$ cat src/rtl/sha256_stream_hasher_defines.svh
// assertion macros used by the rtl files (shash_ctrl)
`ifndef SHA256_STREAM_HASHER_DEFINES_SVH
`define SHA256_STREAM_HASHER_DEFINES_SVH

// concurrent check on clk, quiet while reset is asserted
`define SHASH_CHECK(lbl, prop, msg) \
	lbl: assert property (@(posedge clk) disable iff (!arst_n) prop) else $error(msg);

// check that also runs during reset
`define SHASH_CHECK_ALWAYS(lbl, prop, msg) \
	lbl: assert property (@(posedge clk) prop) else $error(msg);

`endif

$ cat src/rtl/shash_pkg.sv
// ----------------------------------------------------------------------------
// shash_pkg
// types, round constants and helper functions for the sha-256 hasher
// ----------------------------------------------------------------------------
`default_nettype none

package shash_pkg;

	localparam int unsigned WordW  = 32;
	localparam int unsigned NumWin = 16;
	localparam logic [7:0]  PadByte = 8'h80;

	typedef enum logic [2:0] {
		ST_IDLE,
		ST_PAD,
		ST_LEN,
		ST_ROUND,
		ST_FOLD,
		ST_OUT
	} state_t;

	typedef enum logic [1:0] {
		PH_ABSORB,
		PH_PAD,
		PH_FINAL
	} phase_t;

	typedef enum logic [1:0] {
		SRC_DATA,
		SRC_PAD80,
		SRC_ZERO,
		SRC_LEN
	} src_t;

	typedef struct packed {
		logic       shift;
		src_t       src;
		logic [2:0] len_idx;
		logic       load_v;
		logic       round;
		logic [5:0] rnd;
		logic       fold;
		logic       init;
		logic [2:0] oidx;
	} cmd_t;

	localparam logic [7:0][WordW-1:0] InitH = {
		32'h5be0cd19, 32'h1f83d9ab, 32'h9b05688c, 32'h510e527f,
		32'ha54ff53a, 32'h3c6ef372, 32'hbb67ae85, 32'h6a09e667
	};

	localparam logic [63:0][WordW-1:0] RoundK = {
		32'hc67178f2, 32'hbef9a3f7, 32'ha4506ceb, 32'h90befffa,
		32'h8cc70208, 32'h84c87814, 32'h78a5636f, 32'h748f82ee,
		32'h682e6ff3, 32'h5b9cca4f, 32'h4ed8aa4a, 32'h391c0cb3,
		32'h34b0bcb5, 32'h2748774c, 32'h1e376c08, 32'h19a4c116,
		32'h106aa070, 32'hf40e3585, 32'hd6990624, 32'hd192e819,
		32'hc76c51a3, 32'hc24b8b70, 32'ha81a664b, 32'ha2bfe8a1,
		32'h92722c85, 32'h81c2c92e, 32'h766a0abb, 32'h650a7354,
		32'h53380d13, 32'h4d2c6dfc, 32'h2e1b2138, 32'h27b70a85,
		32'h14292967, 32'h06ca6351, 32'hd5a79147, 32'hc6e00bf3,
		32'hbf597fc7, 32'hb00327c8, 32'ha831c66d, 32'h983e5152,
		32'h76f988da, 32'h5cb0a9dc, 32'h4a7484aa, 32'h2de92c6f,
		32'h240ca1cc, 32'h0fc19dc6, 32'hefbe4786, 32'he49b69c1,
		32'hc19bf174, 32'h9bdc06a7, 32'h80deb1fe, 32'h72be5d74,
		32'h550c7dc3, 32'h243185be, 32'h12835b01, 32'hd807aa98,
		32'hab1c5ed5, 32'h923f82a4, 32'h59f111f1, 32'h3956c25b,
		32'he9b5dba5, 32'hb5c0fbcf, 32'h71374491, 32'h428a2f98
	};

	function automatic logic [WordW-1:0] big_sig0(input logic [WordW-1:0] x);
		big_sig0 = {x[1:0], x[31:2]} ^ {x[12:0], x[31:13]} ^ {x[21:0], x[31:22]};
	endfunction

	function automatic logic [WordW-1:0] big_sig1(input logic [WordW-1:0] x);
		big_sig1 = {x[5:0], x[31:6]} ^ {x[10:0], x[31:11]} ^ {x[24:0], x[31:25]};
	endfunction

	function automatic logic [WordW-1:0] sml_sig0(input logic [WordW-1:0] x);
		sml_sig0 = {x[6:0], x[31:7]} ^ {x[17:0], x[31:18]} ^ {3'b000, x[31:3]};
	endfunction

	function automatic logic [WordW-1:0] sml_sig1(input logic [WordW-1:0] x);
		sml_sig1 = {x[16:0], x[31:17]} ^ {x[18:0], x[31:19]} ^ {10'd0, x[31:10]};
	endfunction

endpackage

`default_nettype wire

$ cat src/rtl/shash_ctrl.sv
// ----------------------------------------------------------------------------
// shash_ctrl
// sequencer for byte intake, padding, rounds and digest output
// ----------------------------------------------------------------------------
`default_nettype none

`include "sha256_stream_hasher_defines.svh"

module shash_ctrl
	import shash_pkg::*;
(
	input  wire logic clk,
	input  wire logic arst_n,
	input  wire logic in_valid,
	output logic      in_stall,
	input  wire logic has_byte,
	input  wire logic last_byte,
	output logic      out_valid,
	input  wire logic out_stall,
	output logic [2:0] word_index,
	output logic      last_word,
	output cmd_t      cmd
);

	state_t     state_q, state_d;
	phase_t     phase_q;
	logic       fin_q;
	logic       pad_first_q;
	logic [5:0] fill_q;
	logic [5:0] rnd_q;
	logic [2:0] oidx_q;

	logic in_xfer, out_xfer, full;

	assign in_xfer  = (state_q == ST_IDLE) && in_valid;
	assign out_xfer = (state_q == ST_OUT) && !out_stall;
	assign full     = (fill_q == 6'd63);

	// next state
	always_comb begin
		state_d = state_q;
		unique case (state_q)
			ST_IDLE: begin
				if (in_xfer) begin
					if (has_byte && full)
						state_d = ST_ROUND;
					else if (last_byte)
						state_d = ST_PAD;
				end
			end
			ST_PAD: begin
				if (full)
					state_d = ST_ROUND;
				else if (fill_q == 6'd55)
					state_d = ST_LEN;
			end
			ST_LEN: begin
				if (full)
					state_d = ST_ROUND;
			end
			ST_ROUND: begin
				if (rnd_q == 6'd63)
					state_d = ST_FOLD;
			end
			ST_FOLD: begin
				unique case (phase_q)
					PH_ABSORB: state_d = fin_q ? ST_PAD : ST_IDLE;
					PH_PAD:    state_d = ST_PAD;
					PH_FINAL:  state_d = ST_OUT;
					default:   state_d = ST_IDLE;
				endcase
			end
			ST_OUT: begin
				if (out_xfer && oidx_q == 3'd7)
					state_d = ST_IDLE;
			end
			default: state_d = ST_IDLE;
		endcase
	end

	// outputs and datapath commands
	always_comb begin
		cmd         = '0;
		cmd.src     = SRC_DATA;
		cmd.len_idx = fill_q[2:0];
		cmd.rnd     = rnd_q;
		cmd.oidx    = oidx_q;
		in_stall    = (state_q != ST_IDLE);
		out_valid   = (state_q == ST_OUT);
		word_index  = oidx_q;
		last_word   = (oidx_q == 3'd7);
		unique case (state_q)
			ST_IDLE: begin
				cmd.shift  = in_xfer && has_byte;
				cmd.load_v = in_xfer && has_byte && full;
			end
			ST_PAD: begin
				cmd.shift  = 1'b1;
				cmd.src    = pad_first_q ? SRC_PAD80 : SRC_ZERO;
				cmd.load_v = full;
			end
			ST_LEN: begin
				cmd.shift  = 1'b1;
				cmd.src    = SRC_LEN;
				cmd.load_v = full;
			end
			ST_ROUND: cmd.round = 1'b1;
			ST_FOLD:  cmd.fold  = 1'b1;
			ST_OUT:   cmd.init  = out_xfer && (oidx_q == 3'd7);
			default: ;
		endcase
	end

	always_ff @(posedge clk or negedge arst_n) begin
		if (!arst_n) begin
			state_q     <= ST_IDLE;
			phase_q     <= PH_ABSORB;
			fin_q       <= 1'b0;
			pad_first_q <= 1'b0;
			fill_q      <= '0;
			rnd_q       <= '0;
			oidx_q      <= '0;
		end else begin
			state_q <= state_d;
			if (cmd.shift)
				fill_q <= fill_q + 6'd1;
			if (in_xfer) begin
				fin_q <= last_byte;
				if (last_byte)
					pad_first_q <= 1'b1;
			end
			if (state_q == ST_PAD)
				pad_first_q <= 1'b0;
			if (cmd.load_v) begin
				unique case (state_q)
					ST_PAD:  phase_q <= PH_PAD;
					ST_LEN:  phase_q <= PH_FINAL;
					default: phase_q <= PH_ABSORB;
				endcase
			end
			if (cmd.round)
				rnd_q <= rnd_q + 6'd1;
			if (out_xfer)
				oidx_q <= oidx_q + 3'd1;
		end
	end

	`SHASH_CHECK(a_rnd_only_in_round, (rnd_q != 6'd0) |-> (state_q == ST_ROUND), "round count off")
	`SHASH_CHECK(a_len_at_tail, (state_q == ST_LEN) |-> (fill_q[5:3] == 3'd7), "length misplaced")
	`SHASH_CHECK(a_done_to_idle, (out_xfer && oidx_q == 3'd7) |=> (state_q == ST_IDLE && fill_q == 6'd0), "bad finish")

endmodule

`default_nettype wire

$ cat src/rtl/shash_dp.sv
// ----------------------------------------------------------------------------
// shash_dp
// block window, bit count, round logic and chaining words
// ----------------------------------------------------------------------------
`default_nettype none

module shash_dp
	import shash_pkg::*;
(
	input  wire logic        clk,
	input  wire logic        arst_n,
	input  wire cmd_t        cmd,
	input  wire logic [7:0]  data_byte,
	output logic [WordW-1:0] digest_word
);

	logic [NumWin-1:0][WordW-1:0] win_q;
	logic [7:0][WordW-1:0]        h_q;
	logic [7:0][WordW-1:0]        v_q;
	logic [63:0]                  bits_q;

	logic [7:0]       in_b;
	logic [5:0]       lsh;
	logic [WordW-1:0] w_new, t1, t2;

	assign lsh = {3'd7 - cmd.len_idx, 3'b000};

	always_comb begin
		unique case (cmd.src)
			SRC_DATA:  in_b = data_byte;
			SRC_PAD80: in_b = PadByte;
			SRC_ZERO:  in_b = 8'h00;
			SRC_LEN:   in_b = bits_q[lsh +: 8];
			default:   in_b = 8'h00;
		endcase
	end

	assign w_new = sml_sig1(win_q[14]) + win_q[9] + sml_sig0(win_q[1]) + win_q[0];
	assign t1 = v_q[7] + big_sig1(v_q[4]) + ((v_q[4] & v_q[5]) ^ (~v_q[4] & v_q[6]))
		+ RoundK[cmd.rnd] + win_q[0];
	assign t2 = big_sig0(v_q[0]) + ((v_q[0] & v_q[1]) ^ (v_q[0] & v_q[2]) ^ (v_q[1] & v_q[2]));

	assign digest_word = h_q[cmd.oidx];

	always_ff @(posedge clk) begin
		if (cmd.shift) begin
			for (int i = 0; i < NumWin - 1; i++)
				win_q[i] <= {win_q[i][23:0], win_q[i+1][31:24]};
			win_q[NumWin-1] <= {win_q[NumWin-1][23:0], in_b};
		end else if (cmd.round) begin
			for (int i = 0; i < NumWin - 1; i++)
				win_q[i] <= win_q[i+1];
			win_q[NumWin-1] <= w_new;
		end
		if (cmd.load_v)
			v_q <= h_q;
		else if (cmd.round) begin
			v_q[7] <= v_q[6];
			v_q[6] <= v_q[5];
			v_q[5] <= v_q[4];
			v_q[4] <= v_q[3] + t1;
			v_q[3] <= v_q[2];
			v_q[2] <= v_q[1];
			v_q[1] <= v_q[0];
			v_q[0] <= t1 + t2;
		end
	end

	always_ff @(posedge clk or negedge arst_n) begin
		if (!arst_n) begin
			h_q    <= InitH;
			bits_q <= '0;
		end else begin
			if (cmd.init) begin
				h_q    <= InitH;
				bits_q <= '0;
			end else begin
				if (cmd.fold) begin
					for (int i = 0; i < 8; i++)
						h_q[i] <= h_q[i] + v_q[i];
				end
				if (cmd.shift && cmd.src == SRC_DATA)
					bits_q <= bits_q + 64'd8;
			end
		end
	end

endmodule

`default_nettype wire

$ cat src/rtl/sha256_stream_hasher.sv
// ----------------------------------------------------------------------------
// sha256_stream_hasher
// byte-stream sha-256: absorbs bytes, pads on last, emits eight digest words
// ----------------------------------------------------------------------------
//  channel | direction | handshake            | payload
//  in      | input     | in_valid / in_stall  | data_byte, has_byte, last_byte
//  out     | output    | out_valid / out_stall| digest_word, word_index, last_word
//
//  a byte transfer is taken whenever the hasher is idle; the 64th byte of a block
//  starts the rounds (single round unit, then one fold; the load rides the transfer)
//  finish: pad and length bytes, then rounds and fold per final block, then 8 words
//  the block buffer and message schedule share one 16-word shift window
//  reset restores the initial hash words and clears the counters at once
//  a stalled output holds the digest word; intake stays stalled meanwhile
// ----------------------------------------------------------------------------
`default_nettype none

module sha256_stream_hasher
	import shash_pkg::*;
(
	input  wire logic        clk,
	input  wire logic        arst_n,
	input  wire logic        in_valid,
	output logic             in_stall,
	input  wire logic [7:0]  data_byte,
	input  wire logic        has_byte,
	input  wire logic        last_byte,
	output logic             out_valid,
	input  wire logic        out_stall,
	output logic [31:0]      digest_word,
	output logic [2:0]       word_index,
	output logic             last_word
);

	// command bundle from sequencer to datapath
	cmd_t cmd;

	shash_ctrl u_ctrl (
		.clk        (clk),
		.arst_n     (arst_n),
		.in_valid   (in_valid),
		.in_stall   (in_stall),
		.has_byte   (has_byte),
		.last_byte  (last_byte),
		.out_valid  (out_valid),
		.out_stall  (out_stall),
		.word_index (word_index),
		.last_word  (last_word),
		.cmd        (cmd)
	);

	// window, round unit and chaining words
	shash_dp u_dp (
		.clk         (clk),
		.arst_n      (arst_n),
		.cmd         (cmd),
		.data_byte   (data_byte),
		.digest_word (digest_word)
	);

endmodule

`default_nettype wire

$ cat config.mk
export PLATFORM = sky130hd
export DESIGN_NAME = sha256_stream_hasher
export DESIGN_NICKNAME = d
export VERILOG_FILES = /design/src/rtl/shash_pkg.sv /design/src/rtl/shash_ctrl.sv /design/src/rtl/shash_dp.sv /design/src/rtl/sha256_stream_hasher.sv
export VERILOG_INCLUDE_DIRS = /design/src /design/src/rtl
export SDC_FILE = /design/constraint.sdc
export NUM_CORES = 2
export LEC_CHECK = 0
export BUFFER_PORTS_ARGS = -buffer_cell sky130_fd_sc_hd__buf_2
export CAP_MARGIN = 25
export CORE_ASPECT_RATIO = 0.7
export CORE_MARGIN = 4
export CORE_UTILIZATION = 55
export CTS_CLUSTER_DIAMETER = 120
export DETAILED_ROUTE_END_ITERATION = 8
export HOLD_SLACK_MARGIN = 0.03
export PLACE_DENSITY = 0.71
export SETUP_SLACK_MARGIN = 0.02
export SYNTH_ARGS = -nofsm -noshare
export SYNTH_HDL_FRONTEND = slang
export SYNTH_SLANG_ARGS = --single-unit
$ cat constraint.sdc
create_clock -name clk -period 76.6 [get_ports clk]
set_clock_uncertainty 0.15 [all_clocks]
set_input_delay 11.49 -clock clk [delete_from_list [all_inputs] [get_ports clk]]
set_output_delay 11.49 -clock clk [all_outputs]
set_load 0.02 [all_outputs]
==> summary.md <==
| Metric | Value |
|---|---|
| DR WL met3 | `31.9 mm` |
| Die area | `approximately 140,000 um^2` |
| Post-route DRC | `0` |
| Total of max-cap violations | `0` |
| Post-Synth Adder-Cell Area | `0.121` |
| Number of global-route vias before repair | `55,900` |
| Ports | `52` |
| Nature of the critical path startpoint | `input pin` |
| Worst path cell trace | `buf_2, nand2_1, nand2_1, nand2_4, nor2_4, buf_4, buf_4, buf_4, buf_4, o21ai_0` |
| Hold depth | `1` |
| Critical-path maximum fanout | `72` |
| Post-CTS Setup Inserts | `0` |
| Final min period | `about 15 ns` |
| DP HPWL | `165 mm` |
| Count leader, synth | `nand2_1` |
| Netlist Area Pre-Place | `75,200 um^2` |
| Worst setup path start | `in_valid` |
| CTS Buffer Depth | `3` |
| WL met2 | `89.1 mm` |
| Initial Util | `0.554` |
| CP max stage delay | `0.75 ns` |
| Hold-fix buffers, CTS | `0` |
| Leading area contributor after synthesis | `edfxtp_1` |
| Critical path endpoint category | `register` |
| Hold Crit Start | `u_ctrl.fill_q[5]` |
| CTS tree | `yes` |
| Die width | `450 um` |
| Critical Path Slowest Stage Cell | `buf_4` |
| M1 WL | `between 100 and 150 mm` |
| Worst flop-to-flop path startpoint | `u_ctrl.rnd_q[1]` |
| Initial antenna violation count | `4` |
| Status | `completed` |
| Cell depth of the worst flop-to-flop path | `40` |
| Later-pin clock latency in the skew report | `0.77 ns` |
| Synth warnings | `0` |
| Core area | `~140,000 um^2` |
| Most used cell, CP | `buf_4` |
| Total track usage | `0.312` |
| Ranking of synthesized cells by area | `edfxtp_1 (31%), nand2_1 (12%), dfrtp_1 (6.8%)` |
| Via count | `60,500` |
| Synth Flop Type | `edfxtp_1` |
| Hold Crit Class | `reg -> reg` |
| H-tree depth | `3` |
| Setup violations, final | `0` |
| Area growth, synth to finish | `7.29%` |
| Sequential-to-total area share from yosys stat | `0.422` |
| CP arrival | `between 15 and 20 ns` |
| Post-synth EDFFs | `about 770` |
| Post-CTS sizing | `0` |
| Post-synthesis instance total | `8,152` |
| Final wirelength | `228 mm` |
| Clock transition at the registers of the reported paths | `0.07 ns` |
| Syn avg cell area | `9.23 um^2` |
| Multi-input gate area | `40,800 um^2` |
| Largest net degree at the start of global routing | `240` |
| RSZ-0062 raised after global routing | `false` |
| Reg-to-reg endpoint | `u_dp.v_q[31]` |
| Mux share of post-synthesis cell area | `0.0377` |
| Die span in y | `317 um` |
| CTS root buf | `clkbuf_16` |
| Largest family of logic cells by synthesized area | `simple AND/OR/NAND/NOR gates` |
| FF+latch area | `31,700 um^2` |
| Initial DRC Count | `between 8,000 and 9,000` |
| Slew @ Worst Pin | `1.24 ns` |
| Drt wl/cell | `23.2 um` |
| Commonest cells in the netlist | `nand2_1 (2,371), edfxtp_1 (768), o21ai_0 (521)` |
| Final GP Congestion | `1.00` |
| Synth Area in Compound Gates | `0.129` |
| Min-Delay Endpoint | `u_ctrl.fill_q[5]` |
| Setup TNS | `0 ns` |
| Yosys cell types | `slightly above 80` |
| Post-synthesis register bit count | `about 1,100` |
| Crit path kind | `in -> reg` |
| Antenna viol nets, final | `0` |
| Vias per cell | `6.16` |
| Worst R2R Setup Slack | `between 60 and 70 ns` |
| Highest metal used | `met5` |
| Final Cycle Share | `0.201` |
| Filler Cell Count | `11,700` |
| Post-synthesis xor/xnor area fraction | `0.0748` |
| Total iterations of the first detailed-routing run | `9` |
| Port-buffer cells | `51` |
| Overflow after GRT | `0` |
| Fraction of layout cells with a size suffix above 1 | `0.0770` |
| Row cnt | `113` |
| Final Max Tran Viols | `0` |
| Max frequency | `around 65 MHz` |
| Max transition margin | `0.168` |
| Share of flip-flops with an asynchronous set or reset | `0.306` |
| Worst EP required | `76.93 ns` |
| Clock buffer count from CTS | `113` |
| Final hold vios | `0` |
| Nets | `8,555` |
| Global-route wire length before repair | `346 mm` |
| Simple-Gate Fraction of Synth Area | `0.178` |
| CTS Sinks | `1,107` |
| Post-Syn Nets | `8,759` |
| Synth top area share | `0.307` |
[flip-flops by register name, indices dropped and copies added (netlist names)]
register / flops
u_ctrl.pad_first_q: 1
u_ctrl.state_q: 3
u_dp.win_q: 512
u_ctrl.fill_q: 6
u_ctrl.rnd_q: 6
u_dp.bits_q: 61
u_ctrl.word_index: 3
u_dp.v_q: 256
u_ctrl.phase_q: 2
u_ctrl.fin_q: 1
u_dp.h_q: 256
[cells in the final DEF, fill, tap and decap left out, types with 42 or more instances in the layout]
cell / netlist / routed
a211oi_1: 60 / 60
a21o_1: 174 / 174
a21oi_1: 444 / 442
a31oi_1: 49 / 49
buf_2: 2 / 52
buf_4: 4 / 69
clkbuf_16: 0 / 114
dfrtp_1: 203 / 197
dfstp_2: 136 / 136
edfxtp_1: 768 / 768
fa_1: 195 / 195
ha_1: 398 / 398
inv_1: 292 / 292
mux2_2: 42 / 42
mux2i_1: 47 / 47
mux4_2: 84 / 84
nand2_1: 2371 / 2365
nand2b_1: 61 / 61
nand3_1: 149 / 149
nor2_1: 380 / 378
nor2b_1: 49 / 49
nor3_1: 90 / 90
o21a_1: 57 / 57
o21ai_0: 521 / 520
o21bai_1: 42 / 42
o31ai_1: 46 / 46
xnor2_1: 388 / 388
xor2_1: 254 / 254
[worst max-delay path, delay by kind of cell]
kind | cells | cell delay [ns]
compound gates | 1 | 0.19
simple gates | 4 | 0.93
buf+inv | 5 | 2.88
[cells by family after synthesis]
family | after synthesis
AND/OR/NAND/NOR | 3273
AO/OA/AOI/OAI | 1597
flip-flops | 1107
buffers and inverters | 743
XOR/XNOR | 642
adder cells (fa/ha/maj) | 617
multiplexers | 173
[worst max path at each step]
stage / to / depth (start not counted)
6_report: u_dp.v_q[158] / 10
5_1_grt: u_dp.v_q[148] / 10
4_1_cts: digest_word[6] / 4
3_5_place_dp: u_dp.v_q[152] / 10
3_3_place_gp: u_dp.v_q[159] / 10
2_1_floorplan: u_dp.win_q[0] / 2
[cell type report]
class                           instances  area share
Antenna cell                            2   0.0000620
Clock buffer                          152      0.0390
Clock inverter                         62     0.00924
Inverter                              292      0.0136
Multi-Input combinational cell       6302       0.505
Sequential cell                      1107       0.393
Tap cell                             1782      0.0276
Timing Repair Buffer                  132      0.0120
[layer usage]
layer	track usage	vias to the layer above
li1	-	27700
met1	0.501	29300
met2	0.407	3200
met3	0.0977	320
met4	0.0612	4
met5	0	-
[metrics by stage]
stage / instances / setup WS (ns) / utilization / cell area (um^2) / hold WS [ns]
final: 9831 / 61.24 / 0.595 / 80700 / 0.334
after detailed placement: 9610 / 60.53 / 0.565 / 76700 / 0.312
after floorplan: 8152 / 38.86 / - / 75200 / 0.285
after global placement: 9608 / 60.60 / 0.565 / 76700 / 0.301
after global routing: 9829 / 61.00 / 0.595 / 80700 / 0.354
after CTS: 9824 / 61.24 / 0.594 / 80600 / 0.339
Power is left out: the tool's default activity adds up to more than one toggle a clock period on the data nets, which glitch-free logic cannot reach.
